`src/hdl/bdq_pkg.sv`:
```
// Shared types and constants for the bounded double-ended queue.
// Holds the item structs, opcodes, status codes and controller/datapath links.
// No dependencies.
`default_nettype none

package bdq_pkg;

	localparam int DEPTH = 64;
	localparam int AW    = (DEPTH > 1) ? $clog2(DEPTH) : 1;
	localparam int CW    = $clog2(DEPTH + 1);
	localparam int CAP_W = 7;
	localparam int CMP_W = (CW > CAP_W) ? CW : CAP_W;

	localparam logic [CAP_W-1:0] CAP_RESET = CAP_W'(64);

	localparam logic [1:0] OP_PUSH_LEFT  = 2'd0;
	localparam logic [1:0] OP_PUSH_RIGHT = 2'd1;
	localparam logic [1:0] OP_POP_LEFT   = 2'd2;
	localparam logic [1:0] OP_POP_RIGHT  = 2'd3;

	localparam logic [1:0] ST_DONE  = 2'd0;
	localparam logic [1:0] ST_FULL  = 2'd1;
	localparam logic [1:0] ST_EMPTY = 2'd2;

	typedef struct packed {
		logic [1:0]         opcode;
		logic signed [31:0] value_in;
	} in_item_t;

	typedef struct packed {
		logic [1:0]         status;
		logic signed [31:0] value_out;
	} out_item_t;

	typedef struct packed {
		logic accept;
		logic finish_read;
	} dp_cmd_t;

	typedef struct packed {
		logic read_needed;
	} dp_stat_t;

endpackage

`default_nettype wire

```
`src/hdl/bdq_ram.sv`:
```
// Generic single-write, single-read RAM with registered read data.
// Standalone; no package dependency.
`default_nettype none

module bdq_ram #(
	parameter int WIDTH = 32,
	parameter int DEPTH = 64,
	localparam int AW = (DEPTH > 1) ? $clog2(DEPTH) : 1
) (
	input  wire logic             clk,
	input  wire logic             we,
	input  wire logic [AW-1:0]    waddr,
	input  wire logic [WIDTH-1:0] wdata,
	input  wire logic             re,
	input  wire logic [AW-1:0]    raddr,
	output logic      [WIDTH-1:0] rdata
);

	logic [WIDTH-1:0] mem_q [DEPTH];

	always_ff @(posedge clk) begin
		if (we) begin
			mem_q[waddr] <= wdata;
		end
		if (re) begin
			rdata <= mem_q[raddr];
		end
	end

endmodule

`default_nettype wire

```
`src/hdl/bdq_datapath.sv`:
```
// Datapath of the bounded deque: element RAM, head, count, capacity, result register.
// Depends on bdq_pkg and bdq_ram.
`default_nettype none

module bdq_datapath (
	input  wire logic                clk,
	input  wire logic                arst_n,
	input  wire bdq_pkg::in_item_t   in_item,
	input  wire bdq_pkg::dp_cmd_t    cmd,
	output bdq_pkg::dp_stat_t        stat,
	output bdq_pkg::out_item_t       out_item,
	input  wire logic                cfg_we,
	input  wire logic [bdq_pkg::CAP_W-1:0] cfg_wdata
);
	import bdq_pkg::*;

	logic [AW-1:0]    head_q;
	logic [CW-1:0]    count_q;
	logic [CAP_W-1:0] cap_q;
	out_item_t        out_q;

	logic             is_pop;
	logic             is_full;
	logic             is_empty;
	logic [CMP_W-1:0] eff_cap;
	logic [AW:0]      right_sum;
	logic [AW:0]      last_sum;
	logic [AW-1:0]    right_pos;
	logic [AW-1:0]    last_pos;
	logic [AW-1:0]    left_pos;
	logic [AW-1:0]    next_pos;
	logic             ram_we;
	logic [AW-1:0]    ram_addr;
	logic [31:0]      ram_rdata;

	always_comb begin
		is_pop   = in_item.opcode inside {OP_POP_LEFT, OP_POP_RIGHT};
		eff_cap  = (CMP_W'(cap_q) > CMP_W'(DEPTH)) ? CMP_W'(DEPTH) : CMP_W'(cap_q);
		is_full  = CMP_W'(count_q) >= eff_cap;
		is_empty = (count_q == '0);
		stat.read_needed = is_pop && !is_empty;

		// Ring positions: offsets stay below DEPTH, so one subtract wraps them.
		right_sum = {1'b0, head_q} + (AW+1)'(count_q);
		last_sum  = {1'b0, head_q} + (AW+1)'(count_q - 1'b1);
		right_pos = (right_sum >= (AW+1)'(DEPTH)) ?
			AW'(right_sum - (AW+1)'(DEPTH)) : AW'(right_sum);
		last_pos  = (last_sum >= (AW+1)'(DEPTH)) ?
			AW'(last_sum - (AW+1)'(DEPTH)) : AW'(last_sum);
		left_pos  = (head_q == '0) ? AW'(DEPTH - 1) : head_q - 1'b1;
		next_pos  = (head_q == AW'(DEPTH - 1)) ? '0 : head_q + 1'b1;

		case (in_item.opcode)
			OP_PUSH_LEFT:  ram_addr = left_pos;
			OP_PUSH_RIGHT: ram_addr = right_pos;
			OP_POP_LEFT:   ram_addr = head_q;
			OP_POP_RIGHT:  ram_addr = last_pos;
			default:       ram_addr = head_q;
		endcase
		ram_we = cmd.accept && !is_pop && !is_full;
	end

	bdq_ram #(.WIDTH(32), .DEPTH(DEPTH)) u_ram (
		.clk   (clk),
		.we    (ram_we),
		.waddr (ram_addr),
		.wdata (in_item.value_in),
		.re    (cmd.accept && stat.read_needed),
		.raddr (ram_addr),
		.rdata (ram_rdata)
	);

	always_ff @(posedge clk or negedge arst_n) begin
		if (!arst_n) begin
			head_q  <= '0;
			count_q <= '0;
			cap_q   <= CAP_RESET;
		end else if (cfg_we) begin
			head_q  <= '0;
			count_q <= '0;
			cap_q   <= cfg_wdata;
		end else if (cmd.accept) begin
			if (!is_pop && !is_full) begin
				count_q <= count_q + 1'b1;
				if (in_item.opcode == OP_PUSH_LEFT) begin
					head_q <= left_pos;
				end
			end else if (is_pop && !is_empty) begin
				count_q <= count_q - 1'b1;
				if (in_item.opcode == OP_POP_LEFT) begin
					head_q <= next_pos;
				end
			end
		end
	end

	always_ff @(posedge clk) begin
		if (cmd.finish_read) begin
			out_q.status    <= ST_DONE;
			out_q.value_out <= ram_rdata;
		end else if (cmd.accept) begin
			if (is_pop) begin
				// successful pops are overwritten once the read data lands
				out_q.status    <= ST_EMPTY;
				out_q.value_out <= '0;
			end else if (is_full) begin
				out_q.status    <= ST_FULL;
				out_q.value_out <= '0;
			end else begin
				out_q.status    <= ST_DONE;
				out_q.value_out <= in_item.value_in;
			end
		end
	end

	assign out_item = out_q;

endmodule

`default_nettype wire

```
`src/hdl/bdq_ctrl.sv`:
```
// Controller of the bounded deque: input/output handshake and the read wait state.
// Depends on bdq_pkg.
`default_nettype none

module bdq_ctrl (
	input  wire logic              clk,
	input  wire logic              arst_n,
	input  wire logic              in_valid,
	output logic                   in_ready,
	output logic                   out_valid,
	input  wire logic              out_ready,
	input  wire bdq_pkg::dp_stat_t stat,
	output bdq_pkg::dp_cmd_t       cmd
);
	import bdq_pkg::*;

	typedef enum logic {
		S_IDLE,
		S_READ
	} state_t;

	state_t state_q;
	logic   out_valid_q;
	logic   accept;

	always_comb begin
		// take a new item while idle, once the result slot is free or being drained
		in_ready        = (state_q == S_IDLE) && (!out_valid_q || out_ready);
		accept          = in_valid && in_ready;
		cmd.accept      = accept;
		cmd.finish_read = (state_q == S_READ);
		out_valid       = out_valid_q;
	end

	always_ff @(posedge clk or negedge arst_n) begin
		if (!arst_n) begin
			state_q     <= S_IDLE;
			out_valid_q <= 1'b0;
		end else begin
			case (state_q)
				S_IDLE: begin
					if (accept) begin
						if (stat.read_needed) begin
							state_q     <= S_READ;
							out_valid_q <= 1'b0;
						end else begin
							out_valid_q <= 1'b1;
						end
					end else if (out_ready) begin
						out_valid_q <= 1'b0;
					end
				end
				S_READ: begin
					state_q     <= S_IDLE;
					out_valid_q <= 1'b1;
				end
				default: begin
					state_q     <= S_IDLE;
					out_valid_q <= 1'b0;
				end
			endcase
		end
	end

endmodule

`default_nettype wire

```
`src/hdl/bounded_double_ended_queue_top.sv`:
```
// Bounded double-ended queue of signed 32-bit values.
// Items enter on in_valid/in_ready carrying an opcode (push left, push right,
// pop left, pop right) and a value; each item yields exactly one result on
// out_valid/out_ready with a status (done, full, empty) and a value.
// Pushes, full pushes and empty pops: result registered in the cycle after the
// item is accepted; a new item may follow in the next cycle.
// Successful pops: the element RAM has a registered read port, so the result
// is registered from the S_READ wait state; the input is held off meanwhile.
// Throughput is one item per cycle unless out_ready stalls or a pop waits on the RAM.
// A single result register sits at the output: a new item is taken while the
// current result is being drained, and the block holds when the receiver stalls.
// cfg_we with cfg_wdata sets the capacity (saturated at 64) and empties the
// queue; write it only while no item is in flight.
// Reset (arst_n low) empties the queue, sets the capacity to 64 and drops
// out_valid. The element RAM is not cleared: entries are read only after a push.
// Depends on bdq_pkg, bdq_ctrl, bdq_datapath and bdq_ram.
`default_nettype none

module bounded_double_ended_queue_top (
	input  wire logic                     clk,
	input  wire logic                     arst_n,
	input  wire logic                     in_valid,
	output logic                          in_ready,
	input  wire bdq_pkg::in_item_t        in_item,
	output logic                          out_valid,
	input  wire logic                     out_ready,
	output bdq_pkg::out_item_t            out_item,
	input  wire logic                     cfg_we,
	input  wire logic [bdq_pkg::CAP_W-1:0] cfg_wdata
);
	import bdq_pkg::*;

	dp_cmd_t  cmd;
	dp_stat_t stat;

	bdq_ctrl u_ctrl (
		.clk       (clk),
		.arst_n    (arst_n),
		.in_valid  (in_valid),
		.in_ready  (in_ready),
		.out_valid (out_valid),
		.out_ready (out_ready),
		.stat      (stat),
		.cmd       (cmd)
	);

	bdq_datapath u_dp (
		.clk       (clk),
		.arst_n    (arst_n),
		.in_item   (in_item),
		.cmd       (cmd),
		.stat      (stat),
		.out_item  (out_item),
		.cfg_we    (cfg_we),
		.cfg_wdata (cfg_wdata)
	);

	// a successful pop always enters the read wait on the RAM, with the input held off
	a_pop_reads: assert property (@(posedge clk) disable iff (!arst_n)
		cmd.accept && stat.read_needed |=> cmd.finish_read && !in_ready)
		else $error("pop did not enter the read wait");

	// read data lands as a done result
	a_read_done: assert property (@(posedge clk) disable iff (!arst_n)
		cmd.finish_read |=> out_valid && out_item.status == ST_DONE)
		else $error("read result not presented");

	// items that need no read show their result in the next cycle
	a_direct_result: assert property (@(posedge clk) disable iff (!arst_n)
		cmd.accept && !stat.read_needed |=> out_valid && !cmd.finish_read)
		else $error("direct result missing");

endmodule

`default_nettype wire
```
`config.mk`:
```
export PLATFORM = sky130hd
export DESIGN_NAME = bounded_double_ended_queue_top
export DESIGN_NICKNAME = d
export VERILOG_FILES = /design/src/hdl/bdq_pkg.sv /design/src/hdl/bdq_ram.sv /design/src/hdl/bdq_datapath.sv /design/src/hdl/bdq_ctrl.sv /design/src/hdl/bounded_double_ended_queue_top.sv
export SDC_FILE = /design/constraint.sdc
export NUM_CORES = 2
export LEC_CHECK = 0
export BUFFER_PORTS_ARGS = -buffer_cell sky130_fd_sc_hd__buf_2
export CORE_ASPECT_RATIO = 1.75
export CORE_UTILIZATION = 60
export CTS_CLUSTER_DIAMETER = 200
export DETAILED_ROUTE_END_ITERATION = 7
export HOLD_SLACK_MARGIN = 0.08
export PLACE_DENSITY = 0.83
export SYNTH_ARGS = -nofsm -noshare
export SYNTH_HDL_FRONTEND = slang
export SYNTH_SLANG_ARGS = --single-unit
export TNS_END_PERCENT = 50
```
`constraint.sdc`:
```
create_clock -name clk -period 10.1 [get_ports clk]
set_input_delay 2.02 -clock clk [delete_from_list [all_inputs] [get_ports clk]]
set_output_delay 2.02 -clock clk [all_outputs]
set_load 0.005 [all_outputs]
```
==> reports/metrics.yaml <==
timing:
  rsz0062_at_grt: "no"
  max_freq_ghz: 0.150
  skew_ns: 0.0383
  setup_ws_ns: 3.43
  hold_ws_ns: 0.488
  timing.final.crit_share: 0.660
  slew_headroom: -0.0101
  setup-violations-final: 0
  worstMarginPinSlew_ns: 1.50
  maxSlewViolCount: 1
  min_period_ns: 6.67
  hold_viol: 0
  tns_ns: 0
detailed_routing:
  top_layer: "met5"
  met3_wirelength_um: 24400
  first_pass_iters: 8
  initialDrtViolationCount: 7458
  vias: 51700
  drc: 4
  avgRoutedWirePerCell_um: 29.2
  ant_nets: 0
  wl_met2_um: 114000
  wl_met1_um: 71300
  routed_wl_um: 224000
  viasPerCell: 6.74
power:
  p_total_mw: 23.1
  peakVddDrop_uv: 215
  p_seq_frac: 0.440
  pwr-share-comb: 0.265
  clkPwrFrac: 0.295
  leakagePower_nw: 31.3
  power_density_nw_per_um2: 248
  p_sw_mw: 7.48
  swShare: 0.324
  internal-power_mw: 15.6
min_path:
  hold_class: "reg2reg"
  hold_path_startpoint: "u_dp.out_item[33]"
  hold_depth: 2
clocking:
  clk_pin_slew_ns: 0.06
  clk_latency_ns: 0.84
  cts_root_buffer: "clkbuf_16"
  cts_setup_buffers: 0
  cts_tree: "built"
  cts.path.max_buffers: 3
  cts_buffers: 174
  cts_htree_levels: 4
  hold_buffers: 0
  cts_num_sinks: 2136
  cts_resized: 0
grt:
  track_usage: 0.311
  antenna_found_initial: 26
  grt_pass1_vias: 51400
  grt_max_degree: 167
  grt_pass1_wl_um: 325000
  grt_overflow_total: 0
placed_design:
  place.gp.congestion: 0.867
  portBuffers: 81
  pre_cts_slack_ns: 2.83
  hpwl_um: 127000
  placedCellCount: 7344
synthesis:
  muxShareOfSynthArea: 0.0751
  syn_area_sq_um: 84700
  synth_top_family_by_area: "simple AND/OR/NAND/NOR gates"
  synth-compound-area-share: 0.0439
  ys_seq_area_frac: 0.755
  ys_ff_latch: 2136
  async_flop_share: 0.0103
  synth_nets: 5706
  syn_avg_cell_area_sq_um: 15.0
  synth_edf_count: 2112
  yosysWarnings: 0
  synth_cell_types: 67
  synth_ff_type: "edfxtp_1"
  synth_simple_gate_area_frac: 0.101
  yosys.area_share.xor_xnor: 0.00155
  synthAdderAreaFrac: 0.00289
  synthCells: 5641
layout:
  area_delta_synth_final_pct: 9.95
  drive_above_1_share: 0.108
  nNetsFinal: 5745
  stdcell_count: 7662
run_status:
  status: "finished, violations left"
  violations: "design-rule violations, max-capacitance violations, max-slew violations"
setup_path:
  rr_startpoint: "u_dp.head_q[0]"
  worstSetupPathType: "in2reg"
  startpoint: "in_item[32]"
  end_kind: "register"
  start_kind: "input port"
  cp.required_ns: 10.67
  ff2ff_path_depth: 12
  crit_path_max_fanout: 137
  arrival_ns: 7.24
floorplanning:
  start_util: 0.604
  die_area_sq_um: 143000
  rows: 182
  dieHeight_um: 499
  ios: 82
  die_x_um: 286
  core_sq_um: 140000
flow_run:
  cap_violations: 1
[state kept, by name, summed over array words and instances (netlist names)]
| name | count |
|---|---|
| u_ctrl.out_valid | 1 |
| u_ctrl.state_q | 1 |
| u_dp.cap_q | 7 |
| u_dp.count_q | 7 |
| u_dp.head_q | 6 |
| u_dp.out_item | 34 |
| u_dp.u_ram.mem_q | 2048 |
| u_dp.u_ram.rdata | 32 |
[worst max-delay path, cell delays in order]
cell and delay, ns:
buf_2 0.34, nand2_1 0.18, xnor2_1 0.16, ha_1 0.28, nor2_1 0.24, a311o_2 0.80, buf_12 0.46, buf_12 0.60
mux2i_1 0.32, mux2i_1 0.12, o211ai_1 0.40, o22ai_1 0.26, or4_1 0.55
[area by class of cell]
cell class              instances  area [sq um]
inverters                       9          33.8
fillers                      8809         47100
diodes                          3          7.51
well taps                    1840          2300
flip-flops and latches       2136         64000
clock inverters               110          1120
repair buffers                218          1560
clock buffers                 205          4510
multi-input cells            3141         19600
[path summary, 6_finish.rpt]
kind,to,slack [ns]
min in group asynchronous,u_dp.cap_q[4],1.15
setup / recovery,u_dp.u_ram.rdata[6],3.43
setup reg to reg,u_dp.u_ram.rdata[6],4.33
hold / removal,u_dp.out_item[33],0.49
hold reg to reg,u_dp.out_item[33],0.49
max in group asynchronous,u_ctrl.state_q,8.58
[logic make-up after synthesis]
family | after synthesis
flops | 2136
buf+inv | 364
xor+xnor | 15
simple gates | 2016
mux | 551
fa+ha+maj | 19
compound gates | 540
[routing by layer]
metal  global-route usage  vias to the layer above
met1                0.364                    25200
met2                0.531                     4088
met4                0.189                       16
met5                    0                        -
li1                     -                    21400
met3               0.0598                      915
[metrics by stage]
step	util	instance area (sq um)
detailed placement	0.624	87500
finish	0.664	93200
global placement	0.624	87500
CTS	0.664	93200
global route	0.664	93200
floorplan	-	84700
[synth_stat cells (12+ instances only)]
cell type     n  area share
a21oi_1     151      0.0089
a311oi_1     63      0.0065
a32oi_1      93      0.0096
a41oi_1      32      0.0033
and3_1       64      0.0047
buf_1        38      0.0017
buf_2        99      0.0058
buf_4        12      0.0011
buf_6        19      0.0025
clkbuf_1    187      0.0083
dfrtp_1      21      0.0062
edfxtp_1   2112        0.75
ha_1         18      0.0027
mux2i_1     478       0.056
mux4_2       67       0.018
nand2_1    1248       0.055
nand3_1     344       0.020
nor2_1      157      0.0070
nor3_1      133      0.0079
o211ai_1     69      0.0061
o21ai_0      75      0.0044
o22ai_1      31      0.0023
or4_1        31      0.0027
xnor2_1      13      0.0013
[power by group through the flow]
stage                     clock, mW  sequential [mW]  combinational (mW)
after floorplan                   0             10.3                3.86
after global placement            0             10.3                5.75
after detailed placement          0             10.3                5.90
after CTS                      6.80             10.2                5.97
after global routing           7.11             10.2                6.38
final                          6.80             10.2                6.11
[layout by cell type (no fill, tap or decap), types with 19 or more instances in the layout]
cell,Yosys,final
clkbuf_16,0,176
a32oi_1,93,93
nor2_4,0,67
clkinv_2,0,31
and3_1,64,64
clkbuf_1,187,29
a21oi_1,151,151
o21ai_0,75,75
o22ai_1,31,31
or4_1,31,31
buf_2,99,81
buf_4,12,127
bufinv_16,0,19
nand3_1,344,343
nor2_1,157,89
dfrtp_1,21,20
mux4_2,67,67
mux2i_1,478,478
nor3_1,133,131
o211ai_1,69,69
a41oi_1,32,32
edfxtp_1,2112,2112
a311oi_1,63,63
nand2_1,1248,1244
clkinv_1,0,38
No activity file was read; power rests on OpenSTA's default activity.
